==> config.mk <==
export PLATFORM = sky130hd
export DESIGN_NAME = infix_to_postfix_converter
export DESIGN_NICKNAME = d
export VERILOG_FILES = /design/src/hdl/itp_pkg.sv /design/src/hdl/itp_stack.sv /design/src/hdl/itp_seq.sv /design/src/hdl/infix_to_postfix_converter.sv
export SDC_FILE = /design/constraint.sdc
export NUM_CORES = 1
export LEC_CHECK = 0
export BUFFER_PORTS_ARGS = -buffer_cell sky130_fd_sc_hd__buf_2
export CAP_MARGIN = 20
export CORE_MARGIN = 2
export CORE_UTILIZATION = 30
export CTS_BUF_LIST = sky130_fd_sc_hd__clkbuf_8 sky130_fd_sc_hd__clkbuf_16
export CTS_CLUSTER_SIZE = 20
export DETAILED_ROUTE_END_ITERATION = 8
export MAX_ROUTING_LAYER = met4
export PLACE_DENSITY_LB_ADDON = 0.25
export SYNTH_ARGS = -nofsm -noshare
export SYNTH_HDL_FRONTEND = slang
export SYNTH_SLANG_ARGS = --single-unit
export TNS_END_PERCENT = 10
==> constraint.sdc <==
create_clock -name clk -period 4.1 [get_ports clk]
set_input_delay 0.82 -clock clk [delete_from_list [all_inputs] [get_ports clk]]
set_output_delay 0.82 -clock clk [all_outputs]
set_load 0.01 [all_outputs]
==> src/hdl/itp_pkg.sv <==
`default_nettype none

package itp_pkg;

  localparam int STACK_DEPTH_DEFAULT = 32;

  // operator codes kept on the stack
  localparam logic [2:0] CODE_OPEN  = 3'd0;
  localparam logic [2:0] CODE_PLUS  = 3'd1;
  localparam logic [2:0] CODE_MINUS = 3'd2;
  localparam logic [2:0] CODE_MUL   = 3'd3;
  localparam logic [2:0] CODE_DIV   = 3'd4;

  localparam logic [7:0] CH_OPEN  = 8'h28;
  localparam logic [7:0] CH_CLOSE = 8'h29;
  localparam logic [7:0] CH_MUL   = 8'h2A;
  localparam logic [7:0] CH_PLUS  = 8'h2B;
  localparam logic [7:0] CH_MINUS = 8'h2D;
  localparam logic [7:0] CH_DIV   = 8'h2F;

  localparam logic [1:0] ERR_NONE      = 2'd0;
  localparam logic [1:0] ERR_OVERFLOW  = 2'd1;
  localparam logic [1:0] ERR_UNMATCHED = 2'd2;

  typedef struct packed {
    logic       cmd;
    logic [7:0] ch;
  } in_t;

  typedef struct packed {
    logic [7:0] out_char;
    logic       is_terminator;
    logic [1:0] error;
    logic       last;
  } out_t;

  function automatic logic [7:0] code_char(input logic [2:0] code);
    logic [7:0] c;
    unique case (code)
      CODE_OPEN:  c = CH_OPEN;
      CODE_PLUS:  c = CH_PLUS;
      CODE_MINUS: c = CH_MINUS;
      CODE_MUL:   c = CH_MUL;
      CODE_DIV:   c = CH_DIV;
      default:    c = 8'd0;
    endcase
    return c;
  endfunction

  function automatic logic [1:0] code_prio(input logic [2:0] code);
    logic [1:0] p;
    unique case (code)
      CODE_PLUS, CODE_MINUS: p = 2'd1;
      CODE_MUL, CODE_DIV:    p = 2'd2;
      default:               p = 2'd0;
    endcase
    return p;
  endfunction

endpackage

`default_nettype wire

==> src/hdl/itp_stack.sv <==
`default_nettype none

module itp_stack #(
  parameter int DEPTH = itp_pkg::STACK_DEPTH_DEFAULT,
  localparam int AW = $clog2(DEPTH)
) (
  input  wire logic          clk,
  input  wire logic          we,
  input  wire logic [AW-1:0] waddr,
  input  wire logic [2:0]    wdata,
  input  wire logic          re,
  input  wire logic [AW-1:0] raddr,
  output logic      [2:0]    rdata
);

  logic [2:0] mem [DEPTH];

  always_ff @(posedge clk) begin
    if (we) begin
      mem[waddr] <= wdata;
    end
    if (re) begin
      rdata <= mem[raddr];
    end
  end

endmodule

`default_nettype wire

==> src/hdl/itp_seq.sv <==
`default_nettype none

module itp_seq #(
  parameter int DEPTH = itp_pkg::STACK_DEPTH_DEFAULT,
  localparam int AW = $clog2(DEPTH),
  localparam int CW = $clog2(DEPTH + 1)
) (
  input  wire logic         clk,
  input  wire logic         rst,
  input  wire logic         in_valid,
  output logic              in_ready,
  input  wire itp_pkg::in_t in_data,
  input  wire logic         can_move,
  output logic              out_load,
  output itp_pkg::out_t     out_res
);

  localparam logic [1:0] ST_IDLE  = 2'd0;
  localparam logic [1:0] ST_EVAL  = 2'd1;
  localparam logic [1:0] ST_FINAL = 2'd2;

  localparam logic [1:0] KIND_END   = 2'd0;
  localparam logic [1:0] KIND_CLOSE = 2'd1;
  localparam logic [1:0] KIND_OP    = 2'd2;

  logic [1:0]    state, state_next;
  logic [CW-1:0] cnt, cnt_next;
  logic [1:0]    kind, kind_next;
  logic [2:0]    op_code, op_code_next;
  logic          fin_term, fin_term_next;
  logic [1:0]    fin_err, fin_err_next;
  logic          pend_valid, pend_valid_next;
  itp_pkg::out_t pend, pend_next;

  logic          we, re;
  logic [AW-1:0] waddr, raddr;
  logic [2:0]    wdata, rd_data;

  logic          step, gen, finish, pop;
  itp_pkg::out_t gen_res;
  logic [CW-1:0] cnt_m1, cnt_m2;
  logic [2:0]    enc;
  logic [7:0]    ch;

  itp_stack #(.DEPTH(DEPTH)) u_stack (
    .clk   (clk),
    .we    (we),
    .waddr (waddr),
    .wdata (wdata),
    .re    (re),
    .raddr (raddr),
    .rdata (rd_data)
  );

  assign cnt_m1   = cnt - CW'(1);
  assign cnt_m2   = cnt - CW'(2);
  assign in_ready = (state == ST_IDLE) && !pend_valid;
  assign ch       = in_data.ch;
  // a new result may push the held one out only if the output slot frees up
  assign step     = !pend_valid || can_move;

  always_comb begin
    priority if (ch == itp_pkg::CH_PLUS)  enc = itp_pkg::CODE_PLUS;
    else if (ch == itp_pkg::CH_MINUS)     enc = itp_pkg::CODE_MINUS;
    else if (ch == itp_pkg::CH_MUL)       enc = itp_pkg::CODE_MUL;
    else                                  enc = itp_pkg::CODE_DIV;
  end

  always_comb begin
    unique case (kind)
      KIND_END:   pop = 1'b1;
      KIND_CLOSE: pop = (rd_data != itp_pkg::CODE_OPEN);
      KIND_OP:    pop = (itp_pkg::code_prio(rd_data) >= itp_pkg::code_prio(op_code));
      default:    pop = 1'b0;
    endcase
  end

  always_comb begin
    state_next      = state;
    cnt_next        = cnt;
    kind_next       = kind;
    op_code_next    = op_code;
    fin_term_next   = fin_term;
    fin_err_next    = fin_err;
    pend_valid_next = pend_valid;
    pend_next       = pend;
    out_load        = 1'b0;
    out_res         = pend;
    we              = 1'b0;
    waddr           = cnt[AW-1:0];
    wdata           = op_code;
    re              = 1'b0;
    raddr           = cnt_m1[AW-1:0];
    gen             = 1'b0;
    finish          = 1'b0;
    gen_res         = '0;

    unique case (state)
      ST_IDLE: begin
        if (pend_valid) begin
          // last result of the previous transaction
          if (can_move) begin
            out_load        = 1'b1;
            pend_valid_next = 1'b0;
          end
        end else if (in_valid) begin
          gen_res.last = 1'b1;
          if (in_data.cmd) begin
            kind_next = KIND_END;
            if (cnt == '0) begin
              gen                   = 1'b1;
              gen_res.is_terminator = 1'b1;
            end else begin
              re         = 1'b1;
              state_next = ST_EVAL;
            end
          end else if (ch == itp_pkg::CH_OPEN) begin
            if (cnt == CW'(DEPTH)) begin
              gen           = 1'b1;
              gen_res.error = itp_pkg::ERR_OVERFLOW;
            end else begin
              we       = 1'b1;
              wdata    = itp_pkg::CODE_OPEN;
              cnt_next = cnt + CW'(1);
            end
          end else if (ch == itp_pkg::CH_CLOSE) begin
            kind_next = KIND_CLOSE;
            if (cnt == '0) begin
              gen           = 1'b1;
              gen_res.error = itp_pkg::ERR_UNMATCHED;
            end else begin
              re         = 1'b1;
              state_next = ST_EVAL;
            end
          end else if (ch == itp_pkg::CH_PLUS || ch == itp_pkg::CH_MINUS ||
                       ch == itp_pkg::CH_MUL || ch == itp_pkg::CH_DIV) begin
            kind_next    = KIND_OP;
            op_code_next = enc;
            if (cnt == '0) begin
              we       = 1'b1;
              wdata    = enc;
              cnt_next = CW'(1);
            end else begin
              re         = 1'b1;
              state_next = ST_EVAL;
            end
          end else begin
            gen              = 1'b1;
            gen_res.out_char = ch;
          end
        end
      end

      ST_EVAL: begin
        if (step) begin
          if (pop) begin
            gen              = 1'b1;
            gen_res.out_char = itp_pkg::code_char(rd_data);
            cnt_next         = cnt_m1;
            if (cnt_m1 != '0) begin
              re    = 1'b1;
              raddr = cnt_m2[AW-1:0];
            end else begin
              unique case (kind)
                KIND_END: begin
                  fin_term_next = 1'b1;
                  fin_err_next  = itp_pkg::ERR_NONE;
                  state_next    = ST_FINAL;
                end
                KIND_CLOSE: begin
                  fin_term_next = 1'b0;
                  fin_err_next  = itp_pkg::ERR_UNMATCHED;
                  state_next    = ST_FINAL;
                end
                default: begin
                  // stack drained: the operator lands in the bottom slot
                  we           = 1'b1;
                  waddr        = '0;
                  cnt_next     = cnt;
                  gen_res.last = 1'b1;
                  state_next   = ST_IDLE;
                end
              endcase
            end
          end else if (kind == KIND_CLOSE) begin
            // matching '(' on top: drop it
            cnt_next   = cnt_m1;
            finish     = 1'b1;
            state_next = ST_IDLE;
          end else begin
            state_next = ST_IDLE;
            if (cnt == CW'(DEPTH)) begin
              gen           = 1'b1;
              gen_res.error = itp_pkg::ERR_OVERFLOW;
              gen_res.last  = 1'b1;
            end else begin
              we       = 1'b1;
              cnt_next = cnt + CW'(1);
              finish   = 1'b1;
            end
          end
        end
      end

      ST_FINAL: begin
        if (step) begin
          gen                   = 1'b1;
          gen_res.is_terminator = fin_term;
          gen_res.error         = fin_err;
          gen_res.last          = 1'b1;
          state_next            = ST_IDLE;
        end
      end

      default: begin
        state_next = ST_IDLE;
      end
    endcase

    if (gen) begin
      if (pend_valid) begin
        out_load = 1'b1;
      end
      pend_valid_next = 1'b1;
      pend_next       = gen_res;
    end else if (finish) begin
      pend_next.last = 1'b1;
    end
  end

  always_ff @(posedge clk) begin
    if (rst) begin
      state      <= ST_IDLE;
      cnt        <= '0;
      pend_valid <= 1'b0;
    end else begin
      state      <= state_next;
      cnt        <= cnt_next;
      pend_valid <= pend_valid_next;
    end
    kind     <= kind_next;
    op_code  <= op_code_next;
    fin_term <= fin_term_next;
    fin_err  <= fin_err_next;
    pend     <= pend_next;
  end

endmodule

`default_nettype wire

==> src/hdl/infix_to_postfix_converter.sv <==
// Infix to postfix converter, operator-stack scheme.
// Input channel (in_valid/in_ready/in_data): one character or an end command
// per transaction. Output channel (out_valid/out_ready/out_data): one postfix
// character, terminator or error item per transaction; last marks the final
// result of an input transaction (a push or a bare '(' gives no result).
// The block works on one input at a time. A pass-through byte is written to
// the staging register on acceptance; a '(' or an operator pushed onto an
// empty stack needs no stack read, while an operator or ')' reads the top
// entry first. The stack memory has one registered read port, and the
// sequencer reads one entry per cycle unless a held result is stalled.
// Each result waits in a staging register until the next step shows whether
// it is the last, then moves to the output register.
// Reset clears the stack count and the control state; there is no clearing
// pass, stack entries are only read below the count.
// A stalled receiver holds the output register; the sequencer waits in place
// and in_ready stays low until the last result is in the output register.
`default_nettype none

module infix_to_postfix_converter #(
  parameter int STACK_DEPTH = itp_pkg::STACK_DEPTH_DEFAULT
) (
  input  wire logic          clk,
  input  wire logic          rst,
  input  wire logic          in_valid,
  output logic               in_ready,
  input  wire itp_pkg::in_t  in_data,
  output logic               out_valid,
  input  wire logic          out_ready,
  output itp_pkg::out_t      out_data
);

  logic          can_move;
  logic          out_load;
  itp_pkg::out_t out_res;

  assign can_move = !out_valid || out_ready;

  itp_seq #(.DEPTH(STACK_DEPTH)) u_seq (
    .clk      (clk),
    .rst      (rst),
    .in_valid (in_valid),
    .in_ready (in_ready),
    .in_data  (in_data),
    .can_move (can_move),
    .out_load (out_load),
    .out_res  (out_res)
  );

  always_ff @(posedge clk) begin
    if (rst) begin
      out_valid <= 1'b0;
    end else if (out_load) begin
      out_valid <= 1'b1;
    end else if (out_ready) begin
      out_valid <= 1'b0;
    end
    if (out_load) begin
      out_data <= out_res;
    end
  end

  // never overwrite a result the receiver has not taken
  assert property (@(posedge clk) disable iff (rst)
    out_load && out_valid |-> out_ready)
    else $error("output register overwritten while stalled");

  // nothing is pending while a new transaction may be taken
  assert property (@(posedge clk) disable iff (rst)
    in_ready |-> !out_load)
    else $error("result moved while input ready");

  // a result held across an accept must be the last of its transaction
  assert property (@(posedge clk) disable iff (rst)
    in_valid && in_ready |=> !out_valid || $past(!out_valid) || out_data.last ||
      !$past(out_valid && !out_ready))
    else $error("non-final result outstanding at accept");

endmodule

`default_nettype wire
After elaboration in Yosys (flattened, before gate mapping)
Memory sizes are Yosys's and may differ from the RTL's. A register that Yosys moved wholly into a read port is not among the register bits.
Index checks and enable logic that the tools add are counted.
Cells by class
  add/sub/neg operators: 3
  magnitude comparators: 1
  eq/ne operators: 32
  mux-type cells: 138
  bitwise logic cells: 5
  reduce and logical (&&, ||, !) cells: 30
Operator list (number)
  6-bit 2-to-1 mux: 13
  1-bit 2-to-1 mux: 56
  8-bit by 6-bit == test with 1-bit output (second input constant): 6
  2-bit 2-to-1 mux: 24
  8-bit 2-to-1 mux: 6
  5-bit 2-to-1 mux: 9
  3-bit 2-to-1 mux: 13
  6-bit one-hot mux with 5 select lines: 1
  12-bit 2-to-1 mux: 2
  8-bit one-hot mux with 2 select lines: 1
  3-bit inequality test (second input constant): 5
  7-bit AND reduction: 2
  3-bit by 2-bit == test with 1-bit output (second input constant): 4
  2-bit one-hot mux with 2 select lines: 3
  6-bit one-hot mux with 2 select lines: 1
  5-bit AND reduction: 2
  2-bit nonzero test: 5
  2-bit OR reduction: 5
  3-bit one-hot mux with 3 select lines: 1
  9-bit AND reduction: 1
  2-bit inequality test (second input constant): 4
  4-bit inequality test (second input constant): 2
  1-bit one-hot mux with 2 select lines: 4
  6-bit by 1-bit adder with 6-bit output (second input constant): 1
  21 further kinds: 38
Word-level totals
  bits in registers: 42
  RAM bits: 96
  input port bits: 13
  output and inout port bits: 14
  word-level logic and storage cells: 226
  memories kept: 1
Memories
  u_seq.u_stack.mem: depth 32, width 3, rd ports 1, clocked after Yosys merged registers in 1, write ports 1, RTL line itp_stack.sv:16  | logic [2:0] mem [DEPTH];

Depth between registers and ports, before layout
  depth in word-level cells: 13
  gate-level depth with buffers: 14
  mapped depth without buffers: 12

By module
From an unflattened synthesis, not the netlist that was laid out.
Unflattened totals
  cell total of the unflattened synthesis: 460
  area, all modules: 6521.3 um^2
By module, submodules not included
  itp_stack: times used 1, cells each 185, area each 3946.3 um^2, sequential area each 2972.9 um^2
  itp_seq: times used 1, cells each 259, area each 2168.3 um^2, sequential area each 750.7 um^2
  infix_to_postfix_converter: times used 1, cells each 16, area each 406.6 um^2, sequential area each 380.4 um^2

Worst setup path before layout
OpenSTA, ideal clock, no wires.
  path kind: reg2reg
  start: register u_seq.u_stack.rdata[0], read port of u_seq.u_stack.mem
  end: register out_data[0] in the netlist's numbering (enable)
  setup time: 0.382 ns
  arrival time: 3.510 ns
  required time: 3.718 ns
  slack: 0.209 ns
  stages on the path, launching flop included: 10
  buffers on the path: 0
  clock period less this slack: 3.891 ns
  cells stage by stage: edfxtp_1 -> or3_1 -> nand2_1 -> ha_1 -> nor3b_1 -> o32ai_1 -> a21oi_1 -> o21ai_0 -> a21oi_1 -> nor2b_1
On the way
  longest elaborated chain between the ends: 10
  elaborated cells between the ends (all ways): 15
  classes of those cells: order compare: 1; eq/ne: 4; mux: 7; reduce/logical: 3
Ends and longest elaborated chain
  start: declaration: RTL line itp_stack.sv:13  | output logic [2:0] rdata
  3-bit by 2-bit == test with 1-bit output (tied with other cells): RTL line itp_pkg.sv:52  | unique case (code)
  2-bit OR reduction: RTL line itp_pkg.sv:52
  2-bit one-hot mux with 2 select lines: RTL line itp_pkg.sv:52
  2-bit 2-to-1 mux: RTL line itp_seq.sv:70  | unique case (kind)
  2-bit >= comparator: RTL line itp_seq.sv:73  | KIND_OP: pop = (itp_pkg::code_prio(rd_data) >= itp_pkg::code_prio(op_code));
  1-bit one-hot mux with 3 select lines *: RTL line itp_seq.sv:70
  1-bit 2-to-1 mux *: RTL line itp_seq.sv:156  | if (pop) begin
  1-bit 2-to-1 mux *: RTL line itp_seq.sv:155  | if (step) begin
  1-bit one-hot mux with 3 select lines *: RTL line itp_seq.sv:98  | unique case (state)
  net u_seq.gen: RTL line itp_seq.sv:39  | logic step, gen, finish, pop;
  1-bit 2-to-1 mux *: RTL line itp_seq.sv:220  | if (gen) begin
  net out_load: RTL line infix_to_postfix_converter.sv:33  | logic out_load;
  end signal: assignment: RTL line infix_to_postfix_converter.sv:58  | out_data <= out_res;
  end: declaration: RTL line infix_to_postfix_converter.sv:29  | output itp_pkg::out_t out_data
Mark *: on every way through the listed nets, which the timed path passes. The rest lies on a longest branch. The select of a mux whose other input is x is not followed.
A chain may end at the register's enable or synchronous reset.

Final worst setup path
  start: register u_seq.u_stack.rdata[0], read port of u_seq.u_stack.mem
  end: register u_seq.u_stack.rdata[0], read port of u_seq.u_stack.mem, data pin
On the way
  longest elaborated chain between the ends: 9
  elaborated cells between the ends (all ways): 17
  classes of those cells: order compare: 1; eq/ne: 4; mux: 9; reduce/logical: 3
Ends and longest elaborated chain (RTL line)
  3-bit by 2-bit == test with 1-bit output (tied with other cells): itp_pkg.sv:52
  2-bit OR reduction: itp_pkg.sv:52
  2-bit one-hot mux with 2 select lines: itp_pkg.sv:52
  2-bit 2-to-1 mux: itp_seq.sv:70
  2-bit >= comparator: itp_seq.sv:73
  1-bit one-hot mux with 3 select lines *: itp_seq.sv:70
  1-bit 2-to-1 mux / 5-bit 2-to-1 mux (equally long branches): itp_seq.sv:156
  1-bit 2-to-1 mux / 5-bit 2-to-1 mux (equally long branches): itp_seq.sv:155
  1-bit one-hot mux with 2 select lines / 5-bit 2-to-1 mux (equally long branches): itp_seq.sv:98
Every way passes the cells marked *; elsewhere a longest branch is shown, timed or not. The select of a mux whose other input is x is not followed.

==> results by group <==
Yosys
  – Post-synthesis sequential area ratio: 60.8%
  – Largest family of logic cells by synthesized area: compound AO/OA/AOI/OAI gates
  – Post-Synth Simple-Gate Area: about 14%
  – Ys Warns: 0
  – Async set-reset flop share out of synthesis: 0%
  – Synth Area per Inst: ~11 um2
  – XOR/XNOR share of the synthesized area: 1.39%
  – Post-Syn Nets: 610
  – Number of synthesized flops with an enable pin: 130
  – Area of the mapped netlist: 6750 um2
  – Synth Instances: slightly below 600
  – #FFs+latches synth: 140
  – Yosys cell types: 65
  – Top_reg_cell synth: edfxtp_1
  – Mux contribution to synthesized area: 1.95%
  – Post-synthesis compound-gate area fraction: 17.0%
  – Area share of fa/ha/maj cells after synthesis: under 10%

Critical path
  – Critical path capture point type: register
  – Setup crit start: u_seq.u_stack.rdata[0]
  – Reg-to-Reg End: u_seq.u_stack.rdata[0]
  – Setup crit start kind: register
  – CP bufs+invs: 0
  – Cell chain of the critical path: or3_1, nand2_1, ha_1, nor3b_1, o32a_1, a211o_4, xnor2_2, a221oi_1, a311o_1, o31a_1
  – Critical Path Stages: 10
  – WP data required: 4.27 ns
  – CP Class: reg2reg
  – RR Startpoint: u_seq.u_stack.rdata[0]
  – CP delay by family, top: compound AO/OA/AOI/OAI gates
  – FF-to-FF path depth: 10
  – Setup crit end: u_seq.u_stack.rdata[0]
  – R2R setup slack: 0.21 ns
  – Max stage delay on crit path: 0.78 ns
  – CP max FO: 23
  – CP arrival: 4.06 ns
  – CP max stage cell: xnor2_2

Clock network
  – Post_cts resized: 0
  – Clk sinks: 140
  – Clock H-tree levels: 4
  – Clock slew at reported path FFs: 0.06 ns
  – Clock Tree Buf Depth: 2
  – Clk root buf: clkbuf_16
  – TritonCTS clock tree: built
  – Setup bufs post-CTS: 0
  – Hold-fix buffers, CTS: 0
  – Worst-skew pair later-pin latency: 0.42 ns
  – CTS buffer count: 17

Global route
  – Largest net degree at the start of global routing: 41
  – Total grt overflow: 0
  – Antenna violations before repair: 0
  – Vias in the first global route: between 4,000 and 5,000
  – Gr usage total: 15.8%
  – First-pass GRT wire length: 28.1 mm

Final layout
  – Share of cells above drive strength 1: 14.6%
  – Diodes inserted: 0
  – Synth-to-layout area growth: 17.0%
  – Fin nets: 652
  – Finished Cell Area: between 7000 and 8000 um2

STA
  – Period minus WS final: 3.89 ns
  – Final hold viol count: 0
  – # setup viols final: 0
  – Slew Limit Headroom: 30.6%
  – RSZ-0062 raised after global routing: no
  – Final setup TNS: 0 ns
  – Highest Clock Rate: 257 MHz
  – Fin worst setup slack: 0.211 ns
  – Worst-Margin Slew: 1.04 ns
  – Worst Skew: 0.00776 ns
  – Final Max Slew Viols: 0
  – Period utilization: 94.8%

Floorplanning
  – IO Pins: 27
  – Num rows: 54
  – Die area: 23,700 um2
  – Die height: roughly 150 um
  – Initial core utilization: 30.7%
  – Core Footprint: 22,000 um2
  – Width of the die: 154 um

Pwr
  – Total power: 3.18 mW
  – Peak VDD IR: between 0.2 and 0.25 mV
  – Leak: roughly 2.8 nW
  – Power Dens Cells: slightly above 400 nW/um2

Detailed routing
  – 1st-iter DRT viols: around 400
  – DRT antenna net count: 0
  – Vias: 4,994
  – Routed WL per cell: 19.0 um
  – First-pass DRT Iterations: 5
  – Vias per inst: about 5.4
  – DRC viols: 0
  – Routed wire length: 17.6 mm

Placement
  – Dpl cell area: 7320 um2
  – Port Buf Inserts: 26
  – Detailed Place HPWL: between 10 and 15 mm
  – Setup Slack @ Placement: 0.268 ns
  – Gpl congestion: 0.875

Outcome
  – Outcome: finished, final reports clean

Job
  – Maxcap violations: 0

Hold path
  – Worst hold path class: reg2reg
  – Hold path depth: 0
metrics by stage:
step,cells,hold WS [ns],util (%)
after floorplan,589,0.400,-
after global placement,892,0.400,33.3
after detailed placement,892,0.405,33.3
after CTS,924,0.420,35.9
after global routing,924,0.427,35.9
final,924,0.420,35.9
worst register-to-register path, cell delays in order (launching register included):
cell      delay [ns]
edfxtp_1        0.47
or3_1           0.44
nand2_1         0.08
ha_1            0.16
nor3b_1         0.07
o32a_1          0.37
a211o_4         0.40
xnor2_2         0.78
a221oi_1        0.23
a311o_1         0.38
o31a_1          0.24
cell type report:
class	instances	area (um2)
Clock buffer	17	425
Clock inverter	15	149
Fill cell	2118	14100
Inverter	14	52.6
Multi-Input combinational cell	404	2460
Sequential cell	140	4100
Tap cell	280	350
Timing Repair Buffer	54	353
cells in the final DEF, fill, tap and decap left out, types with 10 or more instances in the layout:
| cell | n |
|---|---|
| clkbuf_16 | 17 |
| o21ai_0 | 19 |
| nand2_1 | 71 |
| dfxtp_1 | 10 |
| buf_2 | 26 |
| a21oi_1 | 58 |
| mux2i_1 | 12 |
| buf_4 | 27 |
| nor2_1 | 62 |
| nand3_1 | 19 |
| inv_1 | 15 |
| edfxtp_1 | 130 |
| o211ai_1 | 12 |
cell families after synthesis:
| group | Yosys count |
|---|---|
| and+or+nand+nor | 207 |
| AOI/OAI and AO/OA | 167 |
| DFF | 140 |
| buffers and inverters | 45 |
| muxes | 13 |
| xor gates and xnor gates | 9 |
| adders and majority gates | 8 |
registers in the layout, summed over array words and instances (netlist names):
name                 count
u_seq.op_code            3
u_seq.fin_err            1
u_seq.u_stack.mem       96
u_seq.u_stack.rdata      3
u_seq.pend_valid         1
u_seq.cnt                6
u_seq.kind               2
u_seq.fin_term           1
u_seq.state              2
u_seq.out_res           12
out_valid                1
out_data                12
synthesized netlist by cell type (5+ instances only):
master	count	area share (%)
o21ai_0	21	1.6
nand3_1	19	1.4
dfxtp_1	10	3.0
clkbuf_1	15	0.83
o21a_1	7	0.78
and3_1	8	0.74
nor2b_1	6	0.56
o211ai_1	12	1.3
a311oi_1	5	0.65
inv_1	14	0.78
nand2b_1	6	0.56
nand2_1	71	3.9
a21oi_1	58	4.3
nor2_1	63	3.5
ha_1	8	1.5
nor4b_1	8	1.0
buf_2	12	0.89
a221o_1	9	1.3
a221oi_1	9	1.2
mux2i_1	12	1.8
edfxtp_1	130	58
xnor2_1	5	0.65
and2_1	6	0.56
where the power goes:
group          leakage [nW]  total, mW  switching [mW]  internal [mW]
clock network         0.278       1.51           0.618          0.892
registers              1.27       1.57         0.00744           1.57
logic                  1.24     0.0977          0.0630         0.0347
routing by layer:
| layer | wire length (um) | vias up | GRT usage, % |
|---|---|---|---|
| li1 | - | 2331 | - |
| met1 | 7920 | 2449 | 20.2 |
| met2 | 8200 | 182 | 24.5 |
| met3 | 1010 | 32 | 3.30 |
| met4 | 447 | 0 | 6.68 |
| met5 | 0 | - | - |
worst min-delay path by stage:
stage | startpoint | to | slack, ns
after detailed placement | u_seq.out_res[2] | out_data[2] | 0.41
after global placement | u_seq.out_res[3] | out_data[3] | 0.40
after global routing | u_seq.out_res[8] | out_data[8] | 0.43
after floorplan | u_seq.out_res[0] | out_data[0] | 0.40
final | u_seq.out_res[8] | out_data[8] | 0.42
after CTS | u_seq.out_res[2] | out_data[2] | 0.42
(Power assumes the default switching activity.)
